==> config.mk <==
export PLATFORM = sky130hd
export DESIGN_NAME = adpcm_block_decoder
export DESIGN_NICKNAME = d
export VERILOG_FILES = /design/src/hdl/adpcm_pkg.sv /design/src/hdl/adpcm_block_decoder.sv /design/src/hdl/adpcm_mac.sv /design/src/hdl/adpcm_seq.sv
export SDC_FILE = /design/constraint.sdc
export NUM_CORES = 1
export LEC_CHECK = 0
export ABC_AREA = 1
export BUFFER_PORTS_ARGS = -buffer_cell sky130_fd_sc_hd__buf_2
export CORE_MARGIN = 4
export CORE_UTILIZATION = 60
export CTS_CLUSTER_SIZE = 10
export DETAILED_ROUTE_END_ITERATION = 10
export HOLD_SLACK_MARGIN = 0.06
export PLACE_DENSITY = 0.77
export SLEW_MARGIN = 15
export SYNTH_ARGS = -nofsm -noshare
export SYNTH_HDL_FRONTEND = slang
export SYNTH_SLANG_ARGS = --single-unit
export TNS_END_PERCENT = 5
==> constraint.sdc <==
create_clock -name aclk -period 8.7 [get_ports aclk]
set_input_delay 1.74 -clock aclk [delete_from_list [all_inputs] [get_ports aclk]]
set_output_delay 1.74 -clock aclk [all_outputs]
set_load 0.01 [all_outputs]
==> src/hdl/adpcm_pkg.sv <==
`default_nettype none

package adpcm_pkg;

    // fixed field widths
    localparam int SAMPLE_W  = 16;
    localparam int INDEX_W   = 24;
    localparam int BYTE_W    = 8;
    localparam int NIB_W     = 4;

    // history and multiply-add widths
    localparam int HIST_W    = 40;
    localparam int COEF_W    = 8;
    localparam int COEF_FRAC = 6;
    localparam int PROD_W    = HIST_W + COEF_W;
    localparam int ACC_W     = PROD_W + 2;
    localparam int HQ_W      = ACC_W - COEF_FRAC;

    // shift nibble that gives a gain of one
    localparam logic [NIB_W-1:0] SHIFT_UNITY = 4'd12;

    // filter index mapping
    localparam logic [2:0] FILTER_MAX = 3'd4;

    // byte positions inside a block
    localparam logic [3:0] POS_HEADER = 4'd0;
    localparam logic [3:0] POS_FLAGS  = 4'd1;
    localparam logic [3:0] POS_FIRST  = 4'd2;

    // flag bits
    localparam int FLAG_END        = 0;
    localparam int FLAG_LOOP       = 1;
    localparam int FLAG_LOOP_START = 2;

    // silence marker
    localparam logic [BYTE_W-1:0] SILENCE_HEADER = 8'h00;
    localparam logic [BYTE_W-1:0] SILENCE_FLAGS  = 8'h07;
    localparam logic [BYTE_W-1:0] SILENCE_BYTE   = 8'h77;

    // sequencer states
    typedef enum logic [1:0] {
        ST_IDLE,
        ST_MUL_A,
        ST_MUL_B,
        ST_FINISH
    } state_t;

    // control from the sequencer to the multiply-add unit
    typedef struct packed {
        logic mul_a;
        logic mul_b;
        logic finish;
        logic second;
    } mac_ctrl_t;

    // first tap coefficients, six fractional bits
    function automatic logic signed [COEF_W-1:0] coef_a(input logic [2:0] f);
        logic signed [COEF_W-1:0] c;
        case (f)
            3'd1:    c = 8'sd60;
            3'd2:    c = 8'sd115;
            3'd3:    c = 8'sd98;
            3'd4:    c = 8'sd122;
            default: c = 8'sd0;
        endcase
        return c;
    endfunction

    // second tap coefficients, six fractional bits
    function automatic logic signed [COEF_W-1:0] coef_b(input logic [2:0] f);
        logic signed [COEF_W-1:0] c;
        case (f)
            3'd2:    c = -8'sd52;
            3'd3:    c = -8'sd55;
            3'd4:    c = -8'sd60;
            default: c = 8'sd0;
        endcase
        return c;
    endfunction

endpackage

`default_nettype wire

==> src/hdl/adpcm_block_decoder.sv <==
// a header or flags byte is taken while idle and gives no item; each nibble of
// a sample byte runs three multiply-add steps (two taps and a finish), and the
// second finish loads the pair into the output register once it is free; no new
// byte is taken until that pair has been loaded
// reset: synchronous active-low aresetn clears history, block position,
// header state, sample counter and both channel handshakes
`default_nettype none

module adpcm_block_decoder
    import adpcm_pkg::*;
#(
    parameter int FRAC_BITS  = 16,
    parameter int INDEX_BITS = 24
) (
    input  wire logic        aclk,
    input  wire logic        aresetn,
    // stream_byte
    input  wire logic [7:0]  s_tdata,
    // start_of_sound
    input  wire logic        s_tuser,
    input  wire logic        s_tvalid,
    output logic             s_tready,
    // first_sample [15:0], second_sample [31:16], sample_index [55:32]
    output logic [55:0]      m_tdata,
    // loop_start_mark [0], looping_seen [1], end_mark [2]
    output logic [2:0]       m_tuser,
    output logic             m_tvalid,
    input  wire logic        m_tready
);

    localparam int IDX_W = (INDEX_BITS > INDEX_W) ? INDEX_BITS : INDEX_W;
    localparam logic [INDEX_BITS-1:0] CNT_MAX = '1;

    // header state
    logic [3:0]             pos_reg, pos_next;
    logic [NIB_W-1:0]       shift_reg, shift_next;
    logic [2:0]             filter_reg, filter_next;
    logic [BYTE_W-1:0]      flags_reg, flags_next;
    logic                   looping_reg, looping_next;
    logic                   hzero_reg, hzero_next;
    logic [INDEX_BITS-1:0]  cnt_reg, cnt_next;

    // item in work
    logic [BYTE_W-1:0]      byte_reg;
    logic [INDEX_W-1:0]     pidx_reg;
    logic                   pstart_reg;
    logic                   ploop_reg;
    logic                   pend_reg;
    logic [SAMPLE_W-1:0]    first_reg;

    // output register
    logic                   m_valid_reg, m_valid_next;
    logic [SAMPLE_W-1:0]    m_first_reg;
    logic [SAMPLE_W-1:0]    m_second_reg;
    logic [INDEX_W-1:0]     m_idx_reg;
    logic [2:0]             m_user_reg;

    logic                   accept;
    logic [3:0]             pos_eff;
    logic                   is_sample;
    logic                   go;
    logic                   out_free;
    logic                   load_out;
    logic                   first_pair;
    logic [IDX_W-1:0]       cnt_wide;
    logic [NIB_W-1:0]       nibble;
    logic signed [SAMPLE_W-1:0] sample;
    mac_ctrl_t              ctrl;

    assign accept    = s_tvalid && s_tready;
    assign pos_eff   = s_tuser ? POS_HEADER : pos_reg;
    assign is_sample = (pos_eff != POS_HEADER) && (pos_eff != POS_FLAGS);
    assign go        = accept && is_sample;
    assign out_free  = !m_valid_reg || m_tready;
    assign load_out  = ctrl.finish && ctrl.second;
    assign first_pair = (pos_eff == POS_FIRST);
    assign cnt_wide  = IDX_W'(cnt_reg);
    assign nibble    = ctrl.second ? byte_reg[7:4] : byte_reg[3:0];

    adpcm_seq u_seq (
        .aclk     (aclk),
        .aresetn  (aresetn),
        .go       (go),
        .out_free (out_free),
        .ready    (s_tready),
        .ctrl     (ctrl)
    );

    adpcm_mac #(
        .FRAC_BITS (FRAC_BITS)
    ) u_mac (
        .aclk          (aclk),
        .aresetn       (aresetn),
        .ctrl          (ctrl),
        .hist_clear    (accept && s_tuser),
        .nibble        (nibble),
        .shift_nibble  (shift_reg),
        .filter_select (filter_reg),
        .sample        (sample)
    );

    // block header, flags and sample counter
    always_comb begin
        pos_next     = pos_reg;
        shift_next   = shift_reg;
        filter_next  = filter_reg;
        flags_next   = flags_reg;
        looping_next = looping_reg;
        hzero_next   = hzero_reg;
        cnt_next     = cnt_reg;
        if (accept) begin
            pos_next = pos_eff + 4'd1;
            if (s_tuser) begin
                looping_next = 1'b0;
                cnt_next     = '0;
            end
            if (pos_eff == POS_HEADER) begin
                shift_next  = s_tdata[3:0];
                filter_next = (s_tdata[6:4] > FILTER_MAX) ? 3'd0 : s_tdata[6:4];
                hzero_next  = (s_tdata == SILENCE_HEADER);
            end else if (pos_eff == POS_FLAGS) begin
                flags_next = s_tdata;
                if (s_tdata[FLAG_LOOP]) begin
                    looping_next = 1'b1;
                end
            end else begin
                if (cnt_reg >= CNT_MAX - INDEX_BITS'(1)) begin
                    cnt_next = CNT_MAX;
                end else begin
                    cnt_next = cnt_reg + INDEX_BITS'(2);
                end
            end
        end
    end

    always_ff @(posedge aclk) begin
        if (!aresetn) begin
            pos_reg     <= '0;
            shift_reg   <= '0;
            filter_reg  <= '0;
            flags_reg   <= '0;
            looping_reg <= 1'b0;
            hzero_reg   <= 1'b0;
            cnt_reg     <= '0;
        end else begin
            pos_reg     <= pos_next;
            shift_reg   <= shift_next;
            filter_reg  <= filter_next;
            flags_reg   <= flags_next;
            looping_reg <= looping_next;
            hzero_reg   <= hzero_next;
            cnt_reg     <= cnt_next;
        end
    end

    // capture the sample byte and its marks
    always_ff @(posedge aclk) begin
        if (go) begin
            byte_reg   <= s_tdata;
            pidx_reg   <= cnt_wide[INDEX_W-1:0];
            pstart_reg <= first_pair && flags_reg[FLAG_LOOP_START];
            ploop_reg  <= looping_reg;
            pend_reg   <= first_pair && (flags_reg[FLAG_END] ||
                          (hzero_reg && flags_reg == SILENCE_FLAGS &&
                           s_tdata == SILENCE_BYTE));
        end
        if (ctrl.finish && !ctrl.second) begin
            first_reg <= sample;
        end
    end

    // output register
    always_comb begin
        m_valid_next = m_valid_reg;
        if (load_out) begin
            m_valid_next = 1'b1;
        end else if (m_tready) begin
            m_valid_next = 1'b0;
        end
    end

    always_ff @(posedge aclk) begin
        if (!aresetn) begin
            m_valid_reg <= 1'b0;
        end else begin
            m_valid_reg <= m_valid_next;
        end
    end

    always_ff @(posedge aclk) begin
        if (load_out) begin
            m_first_reg  <= first_reg;
            m_second_reg <= sample;
            m_idx_reg    <= pidx_reg;
            m_user_reg   <= {pend_reg, ploop_reg, pstart_reg};
        end
    end

    assign m_tvalid = m_valid_reg;
    assign m_tdata  = {m_idx_reg, m_second_reg, m_first_reg};
    assign m_tuser  = m_user_reg;

    // header and flags bytes never stall the input
    a_header_fast: assert property (@(posedge aclk) disable iff (!aresetn)
        accept && !is_sample |=> s_tready)
        else $error("header item stalled the input");

    // a sample byte occupies the unit
    a_sample_busy: assert property (@(posedge aclk) disable iff (!aresetn)
        go |=> !s_tready)
        else $error("input ready while decoding");

    // second finish always presents an item
    a_item_out: assert property (@(posedge aclk) disable iff (!aresetn)
        load_out |=> m_tvalid)
        else $error("decoded item lost");

endmodule

`default_nettype wire

==> src/hdl/adpcm_mac.sv <==
`default_nettype none

module adpcm_mac
    import adpcm_pkg::*;
#(
    parameter int FRAC_BITS = 16
) (
    input  wire logic                       aclk,
    input  wire logic                       aresetn,
    input  wire mac_ctrl_t                  ctrl,
    input  wire logic                       hist_clear,
    input  wire logic [NIB_W-1:0]           nibble,
    input  wire logic [NIB_W-1:0]           shift_nibble,
    input  wire logic [2:0]                 filter_select,
    output logic signed [SAMPLE_W-1:0]      sample
);

    localparam int BASE_SH = FRAC_BITS + COEF_FRAC;
    localparam logic signed [HQ_W-1:0] ROUND_BIAS = (HQ_W'(1) << FRAC_BITS) - HQ_W'(1);
    localparam logic signed [HQ_W-1:0] SMP_MAX = HQ_W'(32767);
    localparam logic signed [HQ_W-1:0] SMP_MIN = -HQ_W'(32768);
    localparam logic signed [HIST_W-1:0] HIST_MAX = {1'b0, {(HIST_W-1){1'b1}}};
    localparam logic signed [HIST_W-1:0] HIST_MIN = {1'b1, {(HIST_W-1){1'b0}}};

    logic signed [HIST_W-1:0] hist_one_reg, hist_one_next;
    logic signed [HIST_W-1:0] hist_two_reg, hist_two_next;
    logic signed [ACC_W-1:0]  acc_reg, acc_next;

    logic signed [ACC_W-1:0]  nib_ext;
    logic signed [ACC_W-1:0]  term;
    logic [NIB_W-1:0]         lsh;
    logic [1:0]               rsh;
    logic signed [HIST_W-1:0] op_hist;
    logic signed [COEF_W-1:0] op_coef;
    logic signed [PROD_W-1:0] prod;
    logic signed [ACC_W-1:0]  prod_ext;
    logic signed [HQ_W-1:0]   hq;
    logic signed [HIST_W-1:0] hsat;
    logic signed [HQ_W-1:0]   hround;
    logic signed [HQ_W-1:0]   tq;

    // scaled nibble term
    assign nib_ext = {{(ACC_W-NIB_W){nibble[NIB_W-1]}}, nibble};
    assign lsh     = SHIFT_UNITY - shift_nibble;
    assign rsh     = 2'(shift_nibble - SHIFT_UNITY);

    always_comb begin
        if (shift_nibble <= SHIFT_UNITY) begin
            term = (nib_ext <<< lsh) <<< BASE_SH;
        end else begin
            term = (nib_ext >>> rsh) <<< BASE_SH;
        end
    end

    // shared multiplier, one tap per step
    assign op_hist  = ctrl.mul_a ? hist_one_reg : hist_two_reg;
    assign op_coef  = ctrl.mul_a ? coef_a(filter_select) : coef_b(filter_select);
    assign prod     = op_hist * op_coef;
    assign prod_ext = {{(ACC_W-PROD_W){prod[PROD_W-1]}}, prod};

    always_comb begin
        acc_next = acc_reg;
        if (ctrl.mul_a) begin
            acc_next = term + prod_ext;
        end else if (ctrl.mul_b) begin
            acc_next = acc_reg + prod_ext;
        end
    end

    // drop coefficient fraction (floor) and saturate history
    assign hq = HQ_W'(acc_reg >>> COEF_FRAC);

    always_comb begin
        if (hq > HQ_W'(HIST_MAX)) begin
            hsat = HIST_MAX;
        end else if (hq < HQ_W'(HIST_MIN)) begin
            hsat = HIST_MIN;
        end else begin
            hsat = HIST_W'(hq);
        end
    end

    // pcm value: truncate toward zero then clamp
    assign hround = hq[HQ_W-1] ? hq + ROUND_BIAS : hq;
    assign tq     = hround >>> FRAC_BITS;

    always_comb begin
        if (tq > SMP_MAX) begin
            sample = 16'sh7fff;
        end else if (tq < SMP_MIN) begin
            sample = -16'sh8000;
        end else begin
            sample = SAMPLE_W'(tq);
        end
    end

    // history update
    always_comb begin
        hist_one_next = hist_one_reg;
        hist_two_next = hist_two_reg;
        if (hist_clear) begin
            hist_one_next = '0;
            hist_two_next = '0;
        end else if (ctrl.finish) begin
            hist_one_next = hsat;
            hist_two_next = hist_one_reg;
        end
    end

    always_ff @(posedge aclk) begin
        if (!aresetn) begin
            hist_one_reg <= '0;
            hist_two_reg <= '0;
        end else begin
            hist_one_reg <= hist_one_next;
            hist_two_reg <= hist_two_next;
        end
    end

    // accumulator
    always_ff @(posedge aclk) begin
        acc_reg <= acc_next;
    end

    // history shifts by one place on each finished nibble
    a_hist_shift: assert property (@(posedge aclk) disable iff (!aresetn)
        ctrl.finish && !hist_clear |=> hist_two_reg == $past(hist_one_reg))
        else $error("history did not shift on finish");

endmodule

`default_nettype wire

==> src/hdl/adpcm_seq.sv <==
`default_nettype none

module adpcm_seq
    import adpcm_pkg::*;
(
    input  wire logic aclk,
    input  wire logic aresetn,
    input  wire logic go,
    input  wire logic out_free,
    output logic      ready,
    output mac_ctrl_t ctrl
);

    state_t state_reg, state_next;
    logic   nib_reg, nib_next;

    // next state
    always_comb begin
        state_next = state_reg;
        nib_next   = nib_reg;
        unique case (state_reg)
            ST_IDLE: begin
                if (go) begin
                    state_next = ST_MUL_A;
                    nib_next   = 1'b0;
                end
            end
            ST_MUL_A: begin
                state_next = ST_MUL_B;
            end
            ST_MUL_B: begin
                state_next = ST_FINISH;
            end
            ST_FINISH: begin
                if (!nib_reg) begin
                    state_next = ST_MUL_A;
                    nib_next   = 1'b1;
                end else if (out_free) begin
                    state_next = ST_IDLE;
                end
            end
            default: begin
                state_next = ST_IDLE;
            end
        endcase
    end

    // outputs
    always_comb begin
        ready       = 1'b0;
        ctrl.mul_a  = 1'b0;
        ctrl.mul_b  = 1'b0;
        ctrl.finish = 1'b0;
        ctrl.second = nib_reg;
        unique case (state_reg)
            ST_IDLE:   ready       = 1'b1;
            ST_MUL_A:  ctrl.mul_a  = 1'b1;
            ST_MUL_B:  ctrl.mul_b  = 1'b1;
            ST_FINISH: ctrl.finish = !nib_reg || out_free;
            default:   ready       = 1'b0;
        endcase
    end

    always_ff @(posedge aclk) begin
        if (!aresetn) begin
            state_reg <= ST_IDLE;
            nib_reg   <= 1'b0;
        end else begin
            state_reg <= state_next;
            nib_reg   <= nib_next;
        end
    end

    // each nibble runs both taps before finishing
    a_tap_order: assert property (@(posedge aclk) disable iff (!aresetn)
        state_reg == ST_MUL_A |=> state_reg == ST_MUL_B)
        else $error("second tap skipped");

    a_tap_done: assert property (@(posedge aclk) disable iff (!aresetn)
        state_reg == ST_MUL_B |=> state_reg == ST_FINISH)
        else $error("finish step skipped");

endmodule

`default_nettype wire

==> results of run 1 <==
[cell usage in the layout, fill, tap and decap left out, types with 6 or more instances in the layout]
master     instances
nor4_1            12
fa_1             249
nor2_2            13
buf_4             42
nand4_1           35
nand2_1          591
xor2_1            76
o211ai_1           6
dfxtp_1          122
o21ai_0          227
a31oi_1           19
inv_2             13
clkbuf_1          20
inv_1            655
xnor2_1           37
edfxtp_1         160
buf_2             73
o21bai_1          13
or2_2              6
ha_1             148
o21ai_1            6
a21oi_1          232
nand3_1           84
nand2_2           28
nor3_1            25
mux2i_1           23
nor2_1           591
a21o_1            14
clkbuf_16         37
[layout make-up]
cell class	count	area [sq um]	area share
repair inverters	1	5.005	0.0001707
well taps	592	740.7	0.02527
inverters	672	2530	0.08630
clock inverters	9	77.57	0.002646
flip-flops and latches	282	7247	0.2472
multi-input cells	2504	16980	0.5792
repair buffers	118	732.0	0.02497
diodes	1	2.502	0.00008536
clock buffers	57	1001	0.03414
[power by group through the flow]
| stage | combinational (mW) | sequential [mW] | clock (mW) |
|---|---|---|---|
| 2_1_floorplan | 3.51 | 2.03 | 0 |
| 3_3_place_gp | 4.88 | 2.18 | 0 |
| 3_5_place_dp | 4.89 | 2.18 | 0 |
| 4_1_cts | 4.93 | 2.16 | 1.42 |
| 5_1_grt | 5.56 | 2.19 | 1.47 |
| 6_report | 5.06 | 2.18 | 1.39 |
[layer usage]
| metal | GRT usage | up-vias | part of all wire |
|---|---|---|---|
| met4 | 0.1101 | 0 | 0.034 |
| met2 | 0.5171 | 1105 | 0.44 |
| met1 | 0.4861 | 11487 | 0.43 |
| met3 | 0.07924 | 149 | 0.10 |
| li1 | - | 11294 | - |
| met5 | 0 | - | 0 |
[stage by stage]
step                      cell area, sq um  power (mW)  setup WS, ps
after floorplan                      27060       5.538          1742
after global placement               28170       7.065         477.7
after detailed placement             28170       7.070         361.1
after CTS                            29250       8.508         344.4
after global routing                 29310       9.221        -17.21
final                                29320       8.635         318.3
[worst paths after layout]
kind / start / to / slack, ps / depth (start not counted)
setup reg to reg: filter_reg[2]$_SDFFE_PN0P_ / u_mac.acc_reg[40]$_DFFE_PP_ / 320 / 28
setup / recovery: filter_reg[2]$_SDFFE_PN0P_ / u_mac.acc_reg[40]$_DFFE_PP_ / 320 / 28
hold reg to reg: first_reg[12]$_DFFE_PP_ / m_first_reg[12]$_DFFE_PP_ / 390 / 0
hold / removal: first_reg[12]$_DFFE_PP_ / m_first_reg[12]$_DFFE_PP_ / 390 / 0
[logic make-up (layout without fill, tap and decap cells)]
kind of cell / after synthesis / count (layout) / synth area share
xor+xnor: 113 / 113 / 0.03657
mux: 23 / 23 / 0.008507
simple gates: 1415 / 1415 / 0.2161
other cells: 0 / 1 / 0
flops: 282 / 282 / 0.2678
fa+ha+maj: 399 / 399 / 0.2535
buf+inv: 759 / 857 / 0.1071
compound gates: 554 / 554 / 0.1104
[worst max-delay path: cells and delay by family (launching register included)]
family / cells / cell delay, ps
compound gates: 8 / 1860
xor+xnor: 2 / 420
fa+ha+maj: 6 / 2890
buf+inv: 5 / 1070
flops: 1 / 340
simple gates: 7 / 1540
[repair_timing]
| action | in CTS | in global routing |
|---|---|---|
| endpoints found under the setup margin | 0 | 17 |
| hold buffers | 0 | 0 |
| resized for setup | 0 | 6 |
| setup buffers | 0 | 4 |
==> summary.txt, run 1 <==
Outcome
  – Status: completed

Routing
  – Number of vias per cell: 5.674
  – Routed length per instance: about 19 microns
  – Antenna viol nets, final: 0
  – DRT Pass-1 Iters: 6
  – Drt drc: 0
  – DRT iter0 DRCs: between 2k and 2.5k
  – DR vias: 24.04k
  – Routed WL: slightly above 80000 microns

Logic synthesis
  – Synth warnings: 0
  – Syn nets: 3957
  – Part of the Yosys area used for sequential elements: 0.2678
  – Share of the synthesized area in the top cell type: 0.1842
  – Synthesized flop and latch total: between 200 and 300
  – Avg Cell Area, Syn: 7.634 sq um
  – Unique masters post-synth: 59
  – Synth Instances: 3545
  – Mapped cell area: 0.02706 sq mm
  – Most frequent cell after synthesis: inv_1
  – Synth cell count leaders: 659 x inv_1, 592 x nand2_1, 591 x nor2_1
  – Async SR Flop Fraction: 0
  – Top_reg_cell synth: edfxtp_1
  – Post-synth EDFFs: 160
  – Synth area leaders: fa_1 18%, edfxtp_1 18%, inv_1 9.1%, dfxtp_1 9.0%, nand2_1 8.2%
  – Leading area contributor after synthesis: fa_1

Pwr
  – Max VDD drop: 308.3 uV
  – Psw: 4.393 mW
  – Leakage: 13.06 nW
  – Power per cell area: 294.5 mW/mm^2
  – Combinational share of power: 0.586
  – Clk pwr share: 0.161
  – Sw Share: 0.5087
  – Internal Dissipation: 4.242 mW
  – Sequential Power Share: 0.253

Timing
  – Unrepaired setup endpoints after global routing: true
  – Max Clock Skew: 33.53 ps
  – Setup tns final: 0 ps
  – Pins Over Slew Limit: 0
  – Peak Freq: 119.3 MHz
  – Final period utilization: 0.9634
  – Setup Viol. Count Final: 0
  – Crit path time final: ~8400 ps
  – Final hold violations: 0
  – Max-Slew Margin vs Limit: 0.2508
  – Hold WS: 387.5 ps
  – Slew @ Worst Pin: 1120 ps

Finish
  – Filler cell count: 3922
  – Fin util: 0.6601
  – Area delta synth->final: 8.332%
  – Non-filler instance count after layout: roughly 4.2k
  – Share of cells above drive strength 1: 0.07027
  – Max reg flops: 50
  – Final net count: around 4.0k

Floorplan
  – Row Count: 77
  – Starting Density: 0.6093
  – Chip width: 220.4 microns
  – Chip Height: 220.4 microns
  – I/O pin count: 74
  – Die area: between 0.04 and 0.05 sq mm
  – Core ar.: ~0.044 sq mm

GRT
  – GRT Total Usage: 0.3405
  – First-pass GRT wire length: 129300 microns
  – GR Overflow Total: 0
  – Largest net degree at the start of global routing: slightly below 70
  – Antenna violations before repair: 0
  – Number of global-route vias before repair: 23.53k

Setup path
  – CP peak stage delay: 790 ps
  – WP data required: approximately 9000 ps
  – Critical Path Start Type: register
  – Type of destination of the critical path: register
  – Critical Path Fanout Max: 13
  – Worst path slowest cell: clkinvlp_2
  – Crit path kind: register to register
  – Critical path data arrival time: 8680 ps

Clock tree
  – H-tree depth: 2
  – Clock root cell: clkbuf_16
  – Clk_lat worst skew: 560 ps
  – Clk sink count: 282
  – CTS tree: built
  – Cts bufs inserted: 36
  – CTS Buffer Depth: 3
  – Clk pin slew, worst setup/hold paths: 60 ps

Placement
  – HPWL Detailed: 64630 microns
  – Number of I/O port buffers: 73
  – Placed cells: 4164
  – GP Congestion: between 1 and 1.5

Flow run
  – Number of max-cap violations: 0

Min path
  – Hold crit path type: register to register
Note: power is estimated with default switching activity, not from simulation.
==> run 2: changes to the inputs <==
--- a/config.mk
+++ b/config.mk
@@ -7,12 +7,15 @@
 export LEC_CHECK = 0
 export ABC_AREA = 1
 export BUFFER_PORTS_ARGS = -buffer_cell sky130_fd_sc_hd__buf_2
+export CELL_PAD_IN_SITES_DETAIL_PLACEMENT = 0
+export CELL_PAD_IN_SITES_GLOBAL_PLACEMENT = 2
 export CORE_MARGIN = 4
-export CORE_UTILIZATION = 60
+export CORE_UTILIZATION = 39
 export CTS_CLUSTER_SIZE = 10
 export DETAILED_ROUTE_END_ITERATION = 10
 export HOLD_SLACK_MARGIN = 0.06
-export PLACE_DENSITY = 0.77
+export PLACE_DENSITY_LB_ADDON = 0.1
+export REMOVE_ABC_BUFFERS = 1
 export SLEW_MARGIN = 15
 export SYNTH_ARGS = -nofsm -noshare
 export SYNTH_HDL_FRONTEND = slang
==> run 2 against run 1 <==
  * Non-clock buffer count up 5
  * Cell count up 8.2%
  * Clock skew down 13 ps
  * Via count down 1.5%
  * Combinational power up 4%
  * Core utilization down 22 points
  * Critical path type unchanged
  * Hold slack better by 28 ps
==> summary.txt, run 2 (synthesis results as in run 1) <==
Outcome
  – Status: completed

Floorplan
  – Chip Height: 271.4 microns (+23%)
  – Core ar.: 0.06871 sq mm (+55%)
  – Chip width: 271.4 microns (+23%)
  – Starting Density: 0.3939 (-0.2154)
  – Row Count: 96 (+25%)
  – I/O pin count: 74 (unchanged)
  – Die area: 0.07367 sq mm (+52%)

Pwr
  – Combinational share of power: 0.587 (about the same)
  – Max VDD drop: 190.9 uV (-38%)
  – Sequential Power Share: 0.243 (-0.010)
  – Clk pwr share: 0.170 (+0.009)
  – Psw: 4.557 mW (+3.7%)
  – Sw Share: 0.5105 (+0.001766)
  – Power Total: 8.927 mW (+3.4%)
  – Leakage: 13.15 nW (+0.65%)
  – Power per cell area: 298.4 mW/mm^2 (+1.3%)
  – Internal Dissipation: 4.369 mW (+3.0%)

GRT
  – GRT Total Usage: 0.2497 (-0.09073)
  – GR Overflow Total: 0 (unchanged)
  – Number of global-route vias before repair: 23.79k (+1.1%)
  – Largest net degree at the start of global routing: 94 (+36%)
  – First-pass GRT wire length: 143100 microns (+11%)
  – Antenna violations before repair: 0 (unchanged)

Min path
  – Worst hold stages: 0 (unchanged)
  – Hold EP: m_idx_reg[22]$_DFFE_PP_
  – Hold crit path type: register to register
  – Hold path start: pidx_reg[22]$_DFFE_PP_

Clock tree
  – Cts bufs inserted: 38 (+5.6%)
  – CTS Buffer Depth: 3 (unchanged)
  – Clock root cell: clkbuf_16
  – Hold-fix buffers at CTS: 0 (unchanged)
  – Clk_lat worst skew: 570 ps (about the same)
  – CTS tree: built
  – H-tree depth: 2 (unchanged)
  – Clk pin slew, worst setup/hold paths: 50 ps (about the same)
  – Clk sink count: 282 (unchanged)

Routing
  – Number of vias per cell: 5.165 (-9.0%)
  – Routed length per instance: 20.19 microns (+4.1%)
  – DRT iter0 DRCs: 1802 (-24%)
  – DRT Pass-1 Iters: 6 (unchanged)
  – DR vias: 23.67k (-1.5%)
  – Drt drc: 0 (unchanged)
  – Antenna viol nets, final: 0 (unchanged)
  – Routed WL: 92490 microns (+13%)

Finish
  – N_diodes: 0 (-1)
  – Non-filler instance count after layout: 4582 (+8.2%)
  – Commonest non-fill, non-tap cell in the layout: inv_1
  – Area delta synth->final: 10.55%
  – Filler cell count: 7218 (+84%)
  – Max reg flops: 50 (unchanged)
  – Multi-input logic area: 0.01700 sq mm (about the same)
  – Register area: 0.007247 sq mm (unchanged)
  – Final net count: 4033 (+0.15%)
  – Most frequent cells in the layout: 655 x inv_1, 591 x nand2_1, 591 x nor2_1
  – Fin util: 0.4354 (-0.2246)
  – Share of cells above drive strength 1: 0.07340 (+0.003133)

Timing
  – Setup Viol. Count Final: 0 (unchanged)
  – Unrepaired setup endpoints after global routing: false
  – Setup tns final: 0 ps (unchanged)
  – Peak Freq: 120.2 MHz (+0.77%)
  – Crit path time final: 8318 ps (-63.86 ps)
  – Pins Over Slew Limit: 0 (unchanged)
  – Max Clock Skew: 20.78 ps (-12.75 ps)
  – Final hold violations: 0 (unchanged)
  – Max-Slew Margin vs Limit: 0.2489 (-0.001887)
  – Final period utilization: 0.9561 (-0.007340)
  – Slew @ Worst Pin: 1124 ps (+3.793 ps)
  – Hold WS: 415.9 ps (+28.43 ps)

Placement
  – GP Congestion: 0.9768 (-6.6%)
  – Number of I/O port buffers: 73 (unchanged)
  – Placed cells: 4512 (+8.4%)
  – HPWL Detailed: 75190 microns (+16%)

Setup path
  – CP peak stage delay: 570 ps (-220 ps)
  – RR Endpoint: u_mac.acc_reg[46]$_DFFE_PP_
  – Crit path kind: register to register
  – Most frequent CP cell: inv_1
  – Worst Path Buf+Inv: 10 (+5)
  – Worst path slowest cell: fa_1
  – R2R depth: 32 (+14%)
  – Critical Path Fanout Max: 49 (+36)
  – Type of destination of the critical path: register
  – CP delay by family, top: adder cells
  – RR Startpoint: u_seq.state_reg[0]$_SDFFE_PN0P_
  – Critical path data arrival time: 8610 ps (-70 ps)
  – Critical Path Start Type: register
  – FF-to-FF setup slack: 380 ps (+60 ps)
  – WP data required: 9000 ps (about the same)

Flow run
  – Number of max-cap violations: 0 (unchanged)
[run 2: routing by layer]
metal,vias to the layer above,share of wire,GRT usage
met5,-,0,0
met2,657,0.45,0.3949
met4,0,0.023,0.05447
met1,11592,0.48,0.3707
met3,100,0.052,0.02705
li1,11319,-,-
[run 2: area by class of cell]
cell class	count	area share
multi-input combinational	2504	0.5681
sequential	282	0.2422
timing repair buffer	123	0.02652
inverter	672	0.08452
clock buffer	62	0.03685
clock inverter	8	0.002886
tap	931	0.03894
[run 2: power by group through the flow]
stage	combinational (mW)	sequential [mW]	clock, mW
after floorplan	3.44	2.03	0
after global placement	5.17	2.19	0
after detailed placement	5.16	2.20	0
after CTS	5.20	2.17	1.57
after global routing	5.80	2.19	1.62
final	5.24	2.17	1.52
[run 2: how the worst max path moves through the flow]
stage / startpoint / end / slack, ps / depth (start not counted)
finish: u_seq.state_reg[0]$_SDFFE_PN0P_ / u_mac.acc_reg[46]$_DFFE_PP_ / 380 / 32
global route: u_seq.state_reg[1]$_SDFFE_PN0P_ / u_mac.acc_reg[45]$_DFFE_PP_ / 10 / 32
CTS: u_seq.state_reg[1]$_SDFFE_PN0P_ / u_mac.acc_reg[45]$_DFFE_PP_ / 140 / 33
detailed placement: u_seq.state_reg[1]$_SDFFE_PN0P_ / u_mac.acc_reg[39]$_DFFE_PP_ / 160 / 29
global placement: u_seq.state_reg[1]$_SDFFE_PN0P_ / u_mac.acc_reg[45]$_DFFE_PP_ / 80 / 33
floorplan: u_seq.state_reg[1]$_SDFFE_PN0P_ / u_mac.acc_reg[45]$_DFFE_PP_ / -1550 / 36
[run 2: timing repair]
item                                    4_1_cts  5_1_grt
setup buffers                                 0        0
resized for setup                             0       14
endpoints found under the setup margin        0       13
endpoints found under the hold margin         0        0
[run 2: through the flow]
| step | worst slack, ps | area (sq um) |
|---|---|---|
| 2_1_floorplan | -1552 | 26690 |
| 4_1_cts | 141.9 | 29870 |
| 6_report | 382.1 | 29920 |
| 3_3_place_gp | 80.48 | 28690 |
| 5_1_grt | 10.64 | 29920 |
| 3_5_place_dp | 158.8 | 28690 |
